**src/rtl/rsha_pkg.sv**
```systemverilog
// rsha_pkg: shared types, resonance codes, term source codes and the
// per-resonance coefficient table of the helicity amplitude block.
// depends on nothing; used by rsha_front, rsha_queue, rsha_back, rsha_chk, the top level and the testbench.
package rsha_pkg;

  localparam int FRAC_BITS = 24;
  localparam int COEF_BITS = 28;
  localparam int COEF_W    = 33;
  localparam int RES_W     = 5;
  localparam int SRC_W     = 5;
  localparam int NUM_RES   = 18;
  localparam int NUM_SRC   = 17;
  localparam int NUM_AMP   = 6;
  localparam int NUM_SLOT  = 18;

  typedef logic signed [COEF_W-1:0] coef_t;
  typedef logic [SRC_W-1:0]         src_t;
  typedef logic [RES_W-1:0]         res_t;

  typedef struct packed {
    coef_t coef;
    src_t  src;
  } term_sel_t;

  typedef term_sel_t [NUM_SLOT-1:0] row_t;

  typedef struct packed {
    logic empty;
    logic full;
  } q_stat_t;

  // term sources
  localparam src_t X_RM   = 5'd0;
  localparam src_t X_RP   = 5'd1;
  localparam src_t X_TM   = 5'd2;
  localparam src_t X_TP   = 5'd3;
  localparam src_t X_C    = 5'd4;
  localparam src_t X_B    = 5'd5;
  localparam src_t X_LRM  = 5'd6;
  localparam src_t X_LRP  = 5'd7;
  localparam src_t X_LTM  = 5'd8;
  localparam src_t X_LTP  = 5'd9;
  localparam src_t X_LC   = 5'd10;
  localparam src_t X_LS   = 5'd11;
  localparam src_t X_LB   = 5'd12;
  localparam src_t X_L2RM = 5'd13;
  localparam src_t X_L2RP = 5'd14;
  localparam src_t X_L2C  = 5'd15;
  localparam src_t X_L2S  = 5'd16;

  // resonance codes
  localparam res_t R_P33_1232 = 5'd0;
  localparam res_t R_S11_1535 = 5'd1;
  localparam res_t R_D13_1520 = 5'd2;
  localparam res_t R_S11_1650 = 5'd3;
  localparam res_t R_D13_1700 = 5'd4;
  localparam res_t R_D15_1675 = 5'd5;
  localparam res_t R_S31_1620 = 5'd6;
  localparam res_t R_D33_1700 = 5'd7;
  localparam res_t R_P11_1440 = 5'd8;
  localparam res_t R_P33_1600 = 5'd9;
  localparam res_t R_P13_1720 = 5'd10;
  localparam res_t R_F15_1680 = 5'd11;
  localparam res_t R_P31_1910 = 5'd12;
  localparam res_t R_P33_1920 = 5'd13;
  localparam res_t R_F35_1905 = 5'd14;
  localparam res_t R_F37_1950 = 5'd15;
  localparam res_t R_P11_1710 = 5'd16;
  localparam res_t R_F17_1970 = 5'd17;

  // first slot of each amplitude in a row
  localparam int A_M1 = 0;
  localparam int A_P1 = 3;
  localparam int A_M3 = 6;
  localparam int A_P3 = 9;
  localparam int A_ZM = 12;
  localparam int A_ZP = 15;

  // bitwise integer square root, evaluated at elaboration only
  function automatic logic [63:0] isqrt64(input logic [63:0] v);
    logic [63:0] x;
    logic [63:0] r;
    logic [63:0] bt;
    x  = v;
    r  = '0;
    bt = 64'h4000_0000_0000_0000;
    for (int i = 0; i < 32; i++) begin
      if (x >= r + bt) begin
        x = x - (r + bt);
        r = (r >> 1) + bt;
      end else begin
        r = r >> 1;
      end
      bt = bt >> 2;
    end
    return r;
  endfunction

  // sqrt(n/d) in Q4.28
  localparam coef_t K2_1   = coef_t'(isqrt64((64'd2 << 56) / 64'd1));
  localparam coef_t K6_1   = coef_t'(isqrt64((64'd6 << 56) / 64'd1));
  localparam coef_t K8_1   = coef_t'(isqrt64((64'd8 << 56) / 64'd1));
  localparam coef_t K12_1  = coef_t'(isqrt64((64'd12 << 56) / 64'd1));
  localparam coef_t K8_3   = coef_t'(isqrt64((64'd8 << 56) / 64'd3));
  localparam coef_t K24_1  = coef_t'(isqrt64((64'd24 << 56) / 64'd1));
  localparam coef_t K16_3  = coef_t'(isqrt64((64'd16 << 56) / 64'd3));
  localparam coef_t K18_1  = coef_t'(isqrt64((64'd18 << 56) / 64'd1));
  localparam coef_t K1_6   = coef_t'(isqrt64((64'd1 << 56) / 64'd6));
  localparam coef_t K2_3   = coef_t'(isqrt64((64'd2 << 56) / 64'd3));
  localparam coef_t K1_30  = coef_t'(isqrt64((64'd1 << 56) / 64'd30));
  localparam coef_t K9_10  = coef_t'(isqrt64((64'd9 << 56) / 64'd10));
  localparam coef_t K2_15  = coef_t'(isqrt64((64'd2 << 56) / 64'd15));
  localparam coef_t K3_10  = coef_t'(isqrt64((64'd3 << 56) / 64'd10));
  localparam coef_t K3_5   = coef_t'(isqrt64((64'd3 << 56) / 64'd5));
  localparam coef_t K6_5   = coef_t'(isqrt64((64'd6 << 56) / 64'd5));
  localparam coef_t K3_1   = coef_t'(isqrt64((64'd3 << 56) / 64'd1));
  localparam coef_t K3_2   = coef_t'(isqrt64((64'd3 << 56) / 64'd2));
  localparam coef_t K1_3   = coef_t'(isqrt64((64'd1 << 56) / 64'd3));
  localparam coef_t K9_2   = coef_t'(isqrt64((64'd9 << 56) / 64'd2));
  localparam coef_t K25_12 = coef_t'(isqrt64((64'd25 << 56) / 64'd12));
  localparam coef_t K3_4   = coef_t'(isqrt64((64'd3 << 56) / 64'd4));
  localparam coef_t K25_3  = coef_t'(isqrt64((64'd25 << 56) / 64'd3));
  localparam coef_t K1_2   = coef_t'(isqrt64((64'd1 << 56) / 64'd2));
  localparam coef_t K27_10 = coef_t'(isqrt64((64'd27 << 56) / 64'd10));
  localparam coef_t K5_3   = coef_t'(isqrt64((64'd5 << 56) / 64'd3));
  localparam coef_t K125_3 = coef_t'(isqrt64((64'd125 << 56) / 64'd3));
  localparam coef_t K9_5   = coef_t'(isqrt64((64'd9 << 56) / 64'd5));
  localparam coef_t K5_2   = coef_t'(isqrt64((64'd5 << 56) / 64'd2));
  localparam coef_t K18_5  = coef_t'(isqrt64((64'd18 << 56) / 64'd5));
  localparam coef_t K1_15  = coef_t'(isqrt64((64'd1 << 56) / 64'd15));
  localparam coef_t K4_15  = coef_t'(isqrt64((64'd4 << 56) / 64'd15));
  localparam coef_t K20_3  = coef_t'(isqrt64((64'd20 << 56) / 64'd3));
  localparam coef_t K1_5   = coef_t'(isqrt64((64'd1 << 56) / 64'd5));
  localparam coef_t K1_35  = coef_t'(isqrt64((64'd1 << 56) / 64'd35));
  localparam coef_t K18_35 = coef_t'(isqrt64((64'd18 << 56) / 64'd35));
  localparam coef_t K4_35  = coef_t'(isqrt64((64'd4 << 56) / 64'd35));
  localparam coef_t K6_35  = coef_t'(isqrt64((64'd6 << 56) / 64'd35));
  localparam coef_t K2_7   = coef_t'(isqrt64((64'd2 << 56) / 64'd7));
  localparam coef_t K24_35 = coef_t'(isqrt64((64'd24 << 56) / 64'd35));
  localparam coef_t K3_35  = coef_t'(isqrt64((64'd3 << 56) / 64'd35));
  localparam coef_t K1_7   = coef_t'(isqrt64((64'd1 << 56) / 64'd7));

  function automatic term_sel_t ts(input coef_t c, input src_t s);
    return '{coef: c, src: s};
  endfunction

  // coefficient and term source for all 18 slots of one resonance
  function automatic row_t amp_row(input res_t res);
    row_t r;
    r = '0;
    unique case (res)
      R_P33_1232: begin
        r[A_M1] = ts(K2_1, X_RM);   r[A_P1] = ts(-K2_1, X_RP);
        r[A_M3] = ts(K6_1, X_RM);   r[A_P3] = ts(-K6_1, X_RP);
        r[A_ZM] = ts(-K8_1, X_C);   r[A_ZP] = ts(-K8_1, X_C);
      end
      R_S11_1535: begin
        r[A_M1] = ts(K12_1, X_TM);  r[A_M1+1] = ts(K8_3, X_LRM);
        r[A_P1] = ts(-K12_1, X_TP); r[A_P1+1] = ts(-K8_3, X_LRP);
        r[A_ZM] = ts(-K6_1, X_LS);  r[A_ZM+1] = ts(K8_3, X_LC);
        r[A_ZM+2] = ts(-K24_1, X_B);
        r[A_ZP] = ts(K6_1, X_LS);   r[A_ZP+1] = ts(K8_3, X_LC);
        r[A_ZP+2] = ts(-K24_1, X_B);
      end
      R_D13_1520: begin
        r[A_M1] = ts(K6_1, X_TM);   r[A_M1+1] = ts(-K16_3, X_LRM);
        r[A_P1] = ts(K6_1, X_TP);   r[A_P1+1] = ts(-K16_3, X_LRP);
        r[A_M3] = ts(K18_1, X_TM);  r[A_P3] = ts(K18_1, X_TP);
        r[A_ZM] = ts(-K12_1, X_LS); r[A_ZM+1] = ts(K16_3, X_LC);
        r[A_ZP] = ts(-K12_1, X_LS); r[A_ZP+1] = ts(-K16_3, X_LC);
      end
      R_S11_1650: begin
        r[A_M1] = ts(K1_6, X_LRM);  r[A_P1] = ts(-K1_6, X_LRP);
        r[A_ZM] = ts(-K2_3, X_LC);  r[A_ZM+1] = ts(K6_1, X_B);
        r[A_ZP] = ts(-K2_3, X_LC);  r[A_ZP+1] = ts(K6_1, X_B);
      end
      R_D13_1700: begin
        r[A_M1] = ts(K1_30, X_LRM); r[A_P1] = ts(K1_30, X_LRP);
        r[A_M3] = ts(K9_10, X_LRM); r[A_P3] = ts(K9_10, X_LRP);
        r[A_ZM] = ts(K2_15, X_LC);  r[A_ZP] = ts(-K2_15, X_LC);
      end
      R_D15_1675: begin
        r[A_M1] = ts(-K3_10, X_LRM); r[A_P1] = ts(K3_10, X_LRP);
        r[A_M3] = ts(-K3_5, X_LRM);  r[A_P3] = ts(K3_5, X_LRP);
        r[A_ZM] = ts(K6_5, X_LC);    r[A_ZP] = ts(K6_5, X_LC);
      end
      R_S31_1620: begin
        r[A_M1] = ts(-K3_1, X_TM);  r[A_M1+1] = ts(K1_6, X_LRM);
        r[A_P1] = ts(K3_1, X_TP);   r[A_P1+1] = ts(-K1_6, X_LRP);
        r[A_ZM] = ts(K3_2, X_LS);   r[A_ZM+1] = ts(K1_6, X_LC);
        r[A_ZM+2] = ts(-K3_2, X_B);
        r[A_ZP] = ts(-K3_2, X_LS);  r[A_ZP+1] = ts(K1_6, X_LC);
        r[A_ZP+2] = ts(-K3_2, X_B);
      end
      R_D33_1700: begin
        r[A_M1] = ts(-K3_2, X_TM);  r[A_M1+1] = ts(-K1_3, X_LRM);
        r[A_P1] = ts(-K3_2, X_TP);  r[A_P1+1] = ts(-K1_3, X_LRP);
        r[A_M3] = ts(-K9_2, X_TM);  r[A_P3] = ts(-K9_2, X_TP);
        r[A_ZM] = ts(K3_1, X_LS);   r[A_ZM+1] = ts(K1_3, X_LC);
        r[A_ZP] = ts(K3_1, X_LS);   r[A_ZP+1] = ts(-K1_3, X_LC);
      end
      R_P11_1440: begin
        r[A_M1] = ts(-K25_12, X_L2RM); r[A_P1] = ts(-K25_12, X_L2RP);
        r[A_ZM] = ts(-K3_4, X_L2S);    r[A_ZM+1] = ts(K25_12, X_L2C);
        r[A_ZM+2] = ts(-K25_3, X_LB);
        r[A_ZP] = ts(-K3_4, X_L2S);    r[A_ZP+1] = ts(-K25_12, X_L2C);
        r[A_ZP+2] = ts(K25_3, X_LB);
      end
      R_P33_1600: begin
        r[A_M1] = ts(-K1_6, X_L2RM); r[A_P1] = ts(K1_6, X_L2RP);
        r[A_M3] = ts(-K1_2, X_L2RM); r[A_P3] = ts(K1_2, X_L2RP);
        r[A_ZM] = ts(K2_3, X_L2C);   r[A_ZM+1] = ts(-K8_3, X_LB);
        r[A_ZP] = ts(K2_3, X_L2C);   r[A_ZP+1] = ts(-K8_3, X_LB);
      end
      R_P13_1720: begin
        r[A_M1] = ts(-K27_10, X_LTM); r[A_M1+1] = ts(-K5_3, X_L2RM);
        r[A_P1] = ts(K27_10, X_LTP);  r[A_P1+1] = ts(K5_3, X_L2RP);
        r[A_M3] = ts(K9_10, X_LTM);   r[A_P3] = ts(-K9_10, X_LTP);
        r[A_ZM] = ts(K3_5, X_L2S);    r[A_ZM+1] = ts(-K5_3, X_L2C);
        r[A_ZM+2] = ts(K125_3, X_LB);
        r[A_ZP] = ts(-K3_5, X_L2S);   r[A_ZP+1] = ts(-K5_3, X_L2C);
        r[A_ZP+2] = ts(K125_3, X_LB);
      end
      R_F15_1680: begin
        r[A_M1] = ts(-K9_5, X_LTM);  r[A_M1+1] = ts(K5_2, X_L2RM);
        r[A_P1] = ts(-K9_5, X_LTP);  r[A_P1+1] = ts(K5_2, X_L2RP);
        r[A_M3] = ts(-K18_5, X_LTM); r[A_P3] = ts(-K18_5, X_LTP);
        r[A_ZM] = ts(K9_10, X_L2S);  r[A_ZM+1] = ts(-K5_2, X_L2C);
        r[A_ZP] = ts(K9_10, X_L2S);  r[A_ZP+1] = ts(K5_2, X_L2C);
      end
      R_P31_1910: begin
        r[A_M1] = ts(K1_15, X_L2RM); r[A_P1] = ts(K1_15, X_L2RP);
        r[A_ZM] = ts(K4_15, X_L2C);  r[A_ZM+1] = ts(-K20_3, X_LB);
        r[A_ZP] = ts(-K4_15, X_L2C); r[A_ZP+1] = ts(K20_3, X_LB);
      end
      R_P33_1920: begin
        r[A_M1] = ts(-K1_15, X_L2RM); r[A_P1] = ts(K1_15, X_L2RP);
        r[A_M3] = ts(K1_5, X_L2RM);   r[A_P3] = ts(-K1_5, X_L2RP);
        r[A_ZM] = ts(K4_15, X_L2C);   r[A_ZM+1] = ts(-K20_3, X_LB);
        r[A_ZP] = ts(K4_15, X_L2C);   r[A_ZP+1] = ts(-K20_3, X_LB);
      end
      R_F35_1905: begin
        r[A_M1] = ts(-K1_35, X_L2RM);  r[A_P1] = ts(-K1_35, X_L2RP);
        r[A_M3] = ts(-K18_35, X_L2RM); r[A_P3] = ts(-K18_35, X_L2RP);
        r[A_ZM] = ts(-K4_35, X_L2C);   r[A_ZP] = ts(K4_35, X_L2C);
      end
      R_F37_1950: begin
        r[A_M1] = ts(K6_35, X_L2RM);   r[A_P1] = ts(-K6_35, X_L2RP);
        r[A_M3] = ts(K2_7, X_L2RM);    r[A_P3] = ts(-K2_7, X_L2RP);
        r[A_ZM] = ts(-K24_35, X_L2C);  r[A_ZP] = ts(-K24_35, X_L2C);
      end
      R_P11_1710: begin
        r[A_M1] = ts(K2_3, X_L2RM);  r[A_P1] = ts(K2_3, X_L2RP);
        r[A_ZM] = ts(K3_2, X_L2S);   r[A_ZM+1] = ts(-K2_3, X_L2C);
        r[A_ZM+2] = ts(K8_3, X_LB);
        r[A_ZP] = ts(K3_2, X_L2S);   r[A_ZP+1] = ts(K2_3, X_L2C);
        r[A_ZP+2] = ts(-K8_3, X_LB);
      end
      R_F17_1970: begin
        r[A_M1] = ts(-K3_35, X_L2RM); r[A_P1] = ts(K3_35, X_L2RP);
        r[A_M3] = ts(-K1_7, X_L2RM);  r[A_P3] = ts(K1_7, X_L2RP);
        r[A_ZM] = ts(K6_35, X_L2C);   r[A_ZP] = ts(K6_35, X_L2C);
      end
      default: begin
        r = '0;
      end
    endcase
    return r;
  endfunction

endpackage

```
**src/rtl/rsha_queue.sv**
```systemverilog
// rsha_queue: two-entry queue between the product front and the
// coefficient back; status travels as q_stat_t. depends on rsha_pkg.
module rsha_queue import rsha_pkg::*; #(
  parameter int W = 32
) (
  input  logic         clk,
  input  logic         rst,
  input  logic         push,
  input  logic [W-1:0] din,
  input  logic         pop,
  output logic [W-1:0] dout,
  output q_stat_t      stat
);

  logic [W-1:0] entry [2];
  logic         wp;
  logic         rp;
  logic [1:0]   cnt;
  logic         do_push;
  logic         do_pop;

  assign stat.empty = (cnt == 2'd0);
  assign stat.full  = (cnt == 2'd2);
  assign do_pop  = pop && !stat.empty;
  assign do_push = push && (!stat.full || do_pop);
  assign dout    = entry[rp];

  always_ff @(posedge clk) begin
    if (rst) begin
      wp  <= 1'b0;
      rp  <= 1'b0;
      cnt <= 2'd0;
    end else begin
      if (do_push) begin
        wp <= ~wp;
      end
      if (do_pop) begin
        rp <= ~rp;
      end
      cnt <= cnt + 2'(do_push) - 2'(do_pop);
    end
  end

  always_ff @(posedge clk) begin
    if (do_push) begin
      entry[wp] <= din;
    end
  end

endmodule

```
**config.mk**
```make
export PLATFORM = sky130hd
export DESIGN_NAME = rsha_queue
export DESIGN_NICKNAME = d
export VERILOG_FILES = /design/src/rtl/rsha_pkg.sv /design/src/rtl/rsha_queue.sv
export SDC_FILE = /design/constraint.sdc
export NUM_CORES = 1
export LEC_CHECK = 0
export BUFFER_PORTS_ARGS = -buffer_cell sky130_fd_sc_hd__buf_2
export CAP_MARGIN = 30
export CORE_ASPECT_RATIO = 1.75
export CORE_MARGIN = 2
export CORE_UTILIZATION = 40
export DETAILED_ROUTE_END_ITERATION = 8
export GPL_TIMING_DRIVEN = 0
export PLACE_DENSITY = 0.75
export SYNTH_ARGS = -nofsm -noshare
export SYNTH_HDL_FRONTEND = slang
export SYNTH_SLANG_ARGS = --single-unit
```
**constraint.sdc**
```tcl
create_clock -name clk -period 7.1 [get_ports clk]
set_input_delay 2.13 -clock clk [delete_from_list [all_inputs] [get_ports clk]]
set_output_delay 2.13 -clock clk [all_outputs]
set_load 0.01 [all_outputs]
```
==> impl_metrics.tcl, run 1 <==
set metrics [dict create \
    fin_tns_setup_ns 0 \
    grt_start_max_net_pins 28 \
    crit_fanout 10 \
    grt_antenna_before_repair 0 \
    r2r_cells 4 \
    combPwrFrac 0.199 \
    grt_use_total 0.130 \
    post_cts_resized 0 \
    path_clk_slew_ns 0.06 \
    hold_viol 0 \
    p_sw_frac 0.251 \
    syn_nets 167 \
    synthFlopType "edfxtp_1" \
    hold_class "reg2reg" \
    critPathKind "reg2out" \
    synth_cell_types 18 \
    synthCells 130 \
    drt_iter0_drc 43 \
    htree_levels 3 \
    end_kind "primary output" \
    netlist.area_leader.share 0.753 \
    post_cts_buffers 0 \
    antenna_cells 0 \
    wl_per_cell_microns 13.9 \
    cts_tree "done" \
    rsz0062_at_grt "false" \
    clkLatencyLatePin_ns 0.34 \
    max-cap-violations 0 \
    die_w_microns 64.4 \
    status "finished clean" \
    internal_power_uw 692 \
    min_period_ns 3.77 \
    io_buffers 69 \
    design_area_sq_um 3200 \
    clock_tree.root_cell "clkbuf_8" \
    worst_pin_slew_ns 0.488 \
    multi_input_area_sq_um 513 \
    first_pass_iters 4 \
    instances_no_fill 296 \
    setup-violations-final 0 \
    syn_area_sq_um 2550 \
    viasPerCell 4.63 \
    start_util 0.413 \
    cp.required_ns 4.97 \
    num_rows 38 \
    power_density_nw_per_um2 289 \
    startpoint_type "flip-flop" \
    p_leak_uw 0.00122 \
    wl_mm 4.13 \
    die_h_microns 110 \
    drive_gt1_frac 0.407 \
    slew_viol_final 0 \
    die_area_sq_um 7060 \
    holdPathStages 2 \
    maxSlewHeadroom 0.672 \
    max_freq_ghz 0.265 \
    syn_avg_cell_area_sq_um 19.6 \
    period_share 0.532 \
    synth_top_area_cell "edfxtp_1" \
    nNetsFinal 249 \
    hpwl_mm 2.94 \
    switchingPower_uw 232 \
    num_vias 1369 \
    fill_cells 573 \
    cts-buffers-inserted 9 \
    area_growth_pct 25.4 \
    yosysWarnings 0 \
    synth_edf_count 64 \
    core_sq_um 6180 \
    synth-seq-area-share 0.792 \
    ff_latch_area_sq_um 2020 \
    drc 0 \
    clockBufferDepth 2 \
    grt_pass1_vias 1397 \
    async_flop_share 0 \
    ys_seq_elements 69 \
    hold_buffers 0 \
    seq_power_share 0.537 \
    placed_cells 281 \
    synthTopCellsByArea "edfxtp_1, mux2_1, dfxtp_1, nor2_1, buf_4" \
    dpl_cell_area_sq_um 3050 \
    grt-ovfl-total 0 \
    vdd_drop_max_v 0.000168 \
    final_util 0.518 \
    grt_pass1_wl_mm 6.43 \
    power_frac_clock 0.264 \
    gp_congestion 0.677 \
    boundaryPins 70 \
    cts.sinks 69 \
    fin_worst_skew_ns 0.00607 \
    worstPathArrival_ns 1.64 \
    ant_nets 0 \
]
per-stage QoR:
stage / power (uW) / hold WS, ns / worst slack [ns]
global route: 974 / 0.568 / 3.22
detailed placement: 694 / 0.509 / 3.65
floorplan: 615 / 0.472 / 3.09
CTS: 944 / 0.537 / 3.26
finish: 925 / 0.519 / 3.33
global placement: 685 / 0.484 / 2.14
metal layers:
layer | up-vias | track usage | share of wire
li1 | 664 | - | -
met1 | 651 | 0.126 | 0.33
met2 | 43 | 0.227 | 0.58
met3 | 11 | 0.0430 | 0.059
met4 | 0 | 0.0957 | 0.028
met5 | - | 0 | 0
cell usage after synthesis, drive strengths merged (2+ instances only):
library cell / count
edfxtp: 64
mux2: 34
nor2: 8
dfxtp: 5
buf: 3
o21ai: 3
inv: 2
nand2b: 2
nor2b: 2
power groups by stage:
stage / Sequential [uW] / Combinational, uW / Clock [uW]
after detailed placement: 506 / 189 / 0
after floorplan: 503 / 112 / 0
after global routing: 501 / 202 / 271
after CTS: 497 / 190 / 257
final: 496 / 184 / 244
after global placement: 505 / 180 / 0
layout make-up:
type                    count  area share
plain buffers               4     0.00821
well taps                  80      0.0313
inverters                   2     0.00234
flip-flops and latches     69       0.631
clock buffers              11      0.0410
clock inverters             4     0.00508
multi-input cells          55       0.160
repair buffers             71       0.120
sequential cells by signal, indices dropped and copies added (netlist names), named ones only:
name / count
entry: 64
cnt: 2
rp: 1
wp: 1
worst max-delay path, stage by stage (launching register included):
cell	delay, ns
dfxtp_1	0.30
clkbuf_1	0.26
buf_4	0.25
mux2_1	0.35
buf_2	0.14
logic make-up (layout without fill, tap and decap cells):
family	count (synthesis)	in the layout	share of synthesized area
xor+xnor	1	1	0.00343
compound gates	4	4	0.00784
buf+inv	6	92	0.0132
simple gates	15	15	0.0289
flops	69	69	0.792
fa+ha+maj	1	1	0.00490
mux	34	34	0.150
final timing paths:
kind                            startpoint            to  slack (ns)
worst max-delay path             flip-flop      dout[28]        3.33
worst min-delay path                    rp     flip-flop        0.52
worst max register to register      cnt[0]  entry[1][29]        5.56
worst min register to register          rp     flip-flop        0.52
placed cells by master (no fill, tap or decap), types with 2 or more instances in the layout:
cell type and count:
buf_12 2, buf_2 69, buf_4 3, clkbuf_1 3, clkbuf_8 9, clkinv_1 3, dfxtp_1 5, edfxtp_1 64
inv_1 2, mux2_1 32, mux2_2 2, nand2b_1 2, nor2_1 6, nor2_4 2, nor2b_1 2, o21ai_1 2
Power figures use the tool's default switching activity.
==> run 2: changes to the inputs <==
--- a/config.mk
+++ b/config.mk
@@ -12,7 +12,7 @@
 export CORE_UTILIZATION = 40
 export DETAILED_ROUTE_END_ITERATION = 8
 export GPL_TIMING_DRIVEN = 0
-export PLACE_DENSITY = 0.75
+export PLACE_DENSITY = 0.77
 export SYNTH_ARGS = -nofsm -noshare
 export SYNTH_HDL_FRONTEND = slang
 export SYNTH_SLANG_ARGS = --single-unit
==> constraint.sdc (replaced) <==
create_clock -name clk -period 3.1 [get_ports clk]
set_input_delay 0.93 -clock clk [delete_from_list [all_inputs] [get_ports clk]]
set_output_delay 0.93 -clock clk [all_outputs]
set_load 0.01 [all_outputs]
==> impl_metrics.tcl, run 2 (synthesized netlist as in run 1, its figures left out) <==
set metrics [dict create \
    switchingPower_uw 535 \
    max_stage_delay_ns 0.35 \
    status "finished clean" \
    clock_tree.root_cell "clkbuf_8" \
    startpoint_type "flip-flop" \
    io_buffers 69 \
    seq_power_share 0.525 \
    p_total_uw 2170 \
    max-cap-violations 0 \
    post_cts_buffers 0 \
    hold_viol 0 \
    hold_class "reg2reg" \
    crit_buf_inv 3 \
    die_w_microns 64.4 \
    power_frac_clock 0.286 \
    placed_cells 279 \
    final_common_cell "buf_2" \
    max_freq_ghz 0.399 \
    die_h_microns 110 \
    fin_tns_setup_ns 0 \
    largest_register "entry" \
    wl_mm 4.29 \
    grt_pass1_wl_mm 6.49 \
    hold_buffers 0 \
    pre_cts_ws_ns 0.653 \
    slowest_stage "mux2_1" \
    worst_pin_slew_ns 0.959 \
    instances_no_fill 295 \
    path_clk_slew_ns 0.06 \
    rsz0062_at_grt "false" \
    htree_levels 3 \
    grt_pass1_vias 1386 \
    area_growth_pct 24.7 \
    grt_start_max_net_pins 33 \
    wl_per_cell_microns 14.5 \
    fin_worst_skew_ns 0.00731 \
    worst_slack_ns 0.594 \
    maxSlewHeadroom 0.359 \
    crit_fanout 10 \
    viasPerCell 4.64 \
    first_pass_iters 6 \
    num_vias 1370 \
    top_regs "entry (64), cnt (2)" \
    critPathKind "reg2out" \
    clockBufferDepth 2 \
    cts_tree "done" \
    largest_reg_flops 64 \
    num_rows 38 \
    slew_viol_final 0 \
    worstPathArrival_ns 1.58 \
    cp.required_ns 2.17 \
    vdd_drop_max_v 0.000453 \
    r2r_cells 3 \
    drive_gt1_frac 0.409 \
    core_sq_um 6180 \
    crit_chain "clkbuf_1 > buf_4 > mux2_1 > buf_2" \
    cts.sinks 69 \
    combPwrFrac 0.189 \
    design_area_sq_um 3190 \
    grt_antenna_before_repair 0 \
    clkLatencyLatePin_ns 0.34 \
    power_density_nw_per_um2 681 \
    grt-ovfl-total 0 \
    period_share 0.809 \
    boundaryPins 70 \
    final_cell_mix "buf_2, edfxtp_1, mux2_1" \
    crit_family "buffers and inverters" \
    timing.rr.start "cnt[0]" \
    grt_use_total 0.133 \
    internal_power_uw 1640 \
    antenna_cells 0 \
    p_leak_uw 0.00122 \
    start_util 0.413 \
    ant_nets 0 \
    post_cts_resized 0 \
    setup-violations-final 0 \
    end_kind "primary output" \
    cts-buffers-inserted 9 \
    min_period_ns 2.51 \
    die_area_sq_um 7060 \
    dpl_cell_area_sq_um 3010 \
    hold_start "rp" \
    holdPathStages 2 \
    p_sw_frac 0.246 \
    gp_congestion 0.683 \
    path_depth 4 \
    hpwl_mm 2.97 \
    nNetsFinal 247 \
    drc 0 \
    drt_iter0_drc 40 \
]
## run 2: final cells by class
| class | count | area (sq um) |
|---|---|---|
| repair buffers | 69 | 345 |
| inverters | 2 | 7.51 |
| multi-input cells | 55 | 513 |
| clock buffers | 15 | 166 |
| flip-flops and latches | 69 | 2020 |
| fillers | 546 | 3000 |
| well taps | 80 | 100 |
| clock inverters | 1 | 5.00 |
| plain buffers | 4 | 26.3 |
## run 2: power groups by stage
| stage | registers (uW) | logic [uW] | clock network, uW |
|---|---|---|---|
| finish | 1140 | 411 | 620 |
| global route | 1150 | 455 | 682 |
| CTS | 1140 | 423 | 648 |
| detailed placement | 1160 | 421 | 0 |
| global placement | 1160 | 411 | 0 |
| floorplan | 1150 | 256 | 0 |
## run 2: through the flow
stage | utilization | hold slack [ns]
final | 0.515 | 0.505
after global routing | 0.515 | 0.538
after CTS | 0.515 | 0.513
after detailed placement | 0.488 | 0.492
after global placement | 0.485 | 0.487
after floorplan | - | 0.472
## run 2: worst reg2reg max path, delay by kind of cell (launching register included)
family             cells  cell delay (ns)
and+or+nand+nor        2             0.95
DFF                    1             0.40
AOI/OAI and AO/OA      1             0.17
## run 2: worst paths after layout
kind                  endpoint  slack (ns)
setup / recovery      dout[19]        0.59
hold / removal       flip-flop        0.51
setup reg to reg  entry[0][12]        1.20
hold reg to reg      flip-flop        0.51
## run 2: per-layer routing
| layer | GRT usage | share of wire | routed length [microns] | vias up |
|---|---|---|---|---|
| met3 | 0.0624 | 0.062 | 266 | 8 |
| li1 | - | - | - | 656 |
| met5 | 0 | 0 | 0 | - |
| met2 | 0.234 | 0.58 | 2500 | 41 |
| met4 | 0.0729 | 0.021 | 91 | 0 |
| met1 | 0.128 | 0.33 | 1430 | 665 |
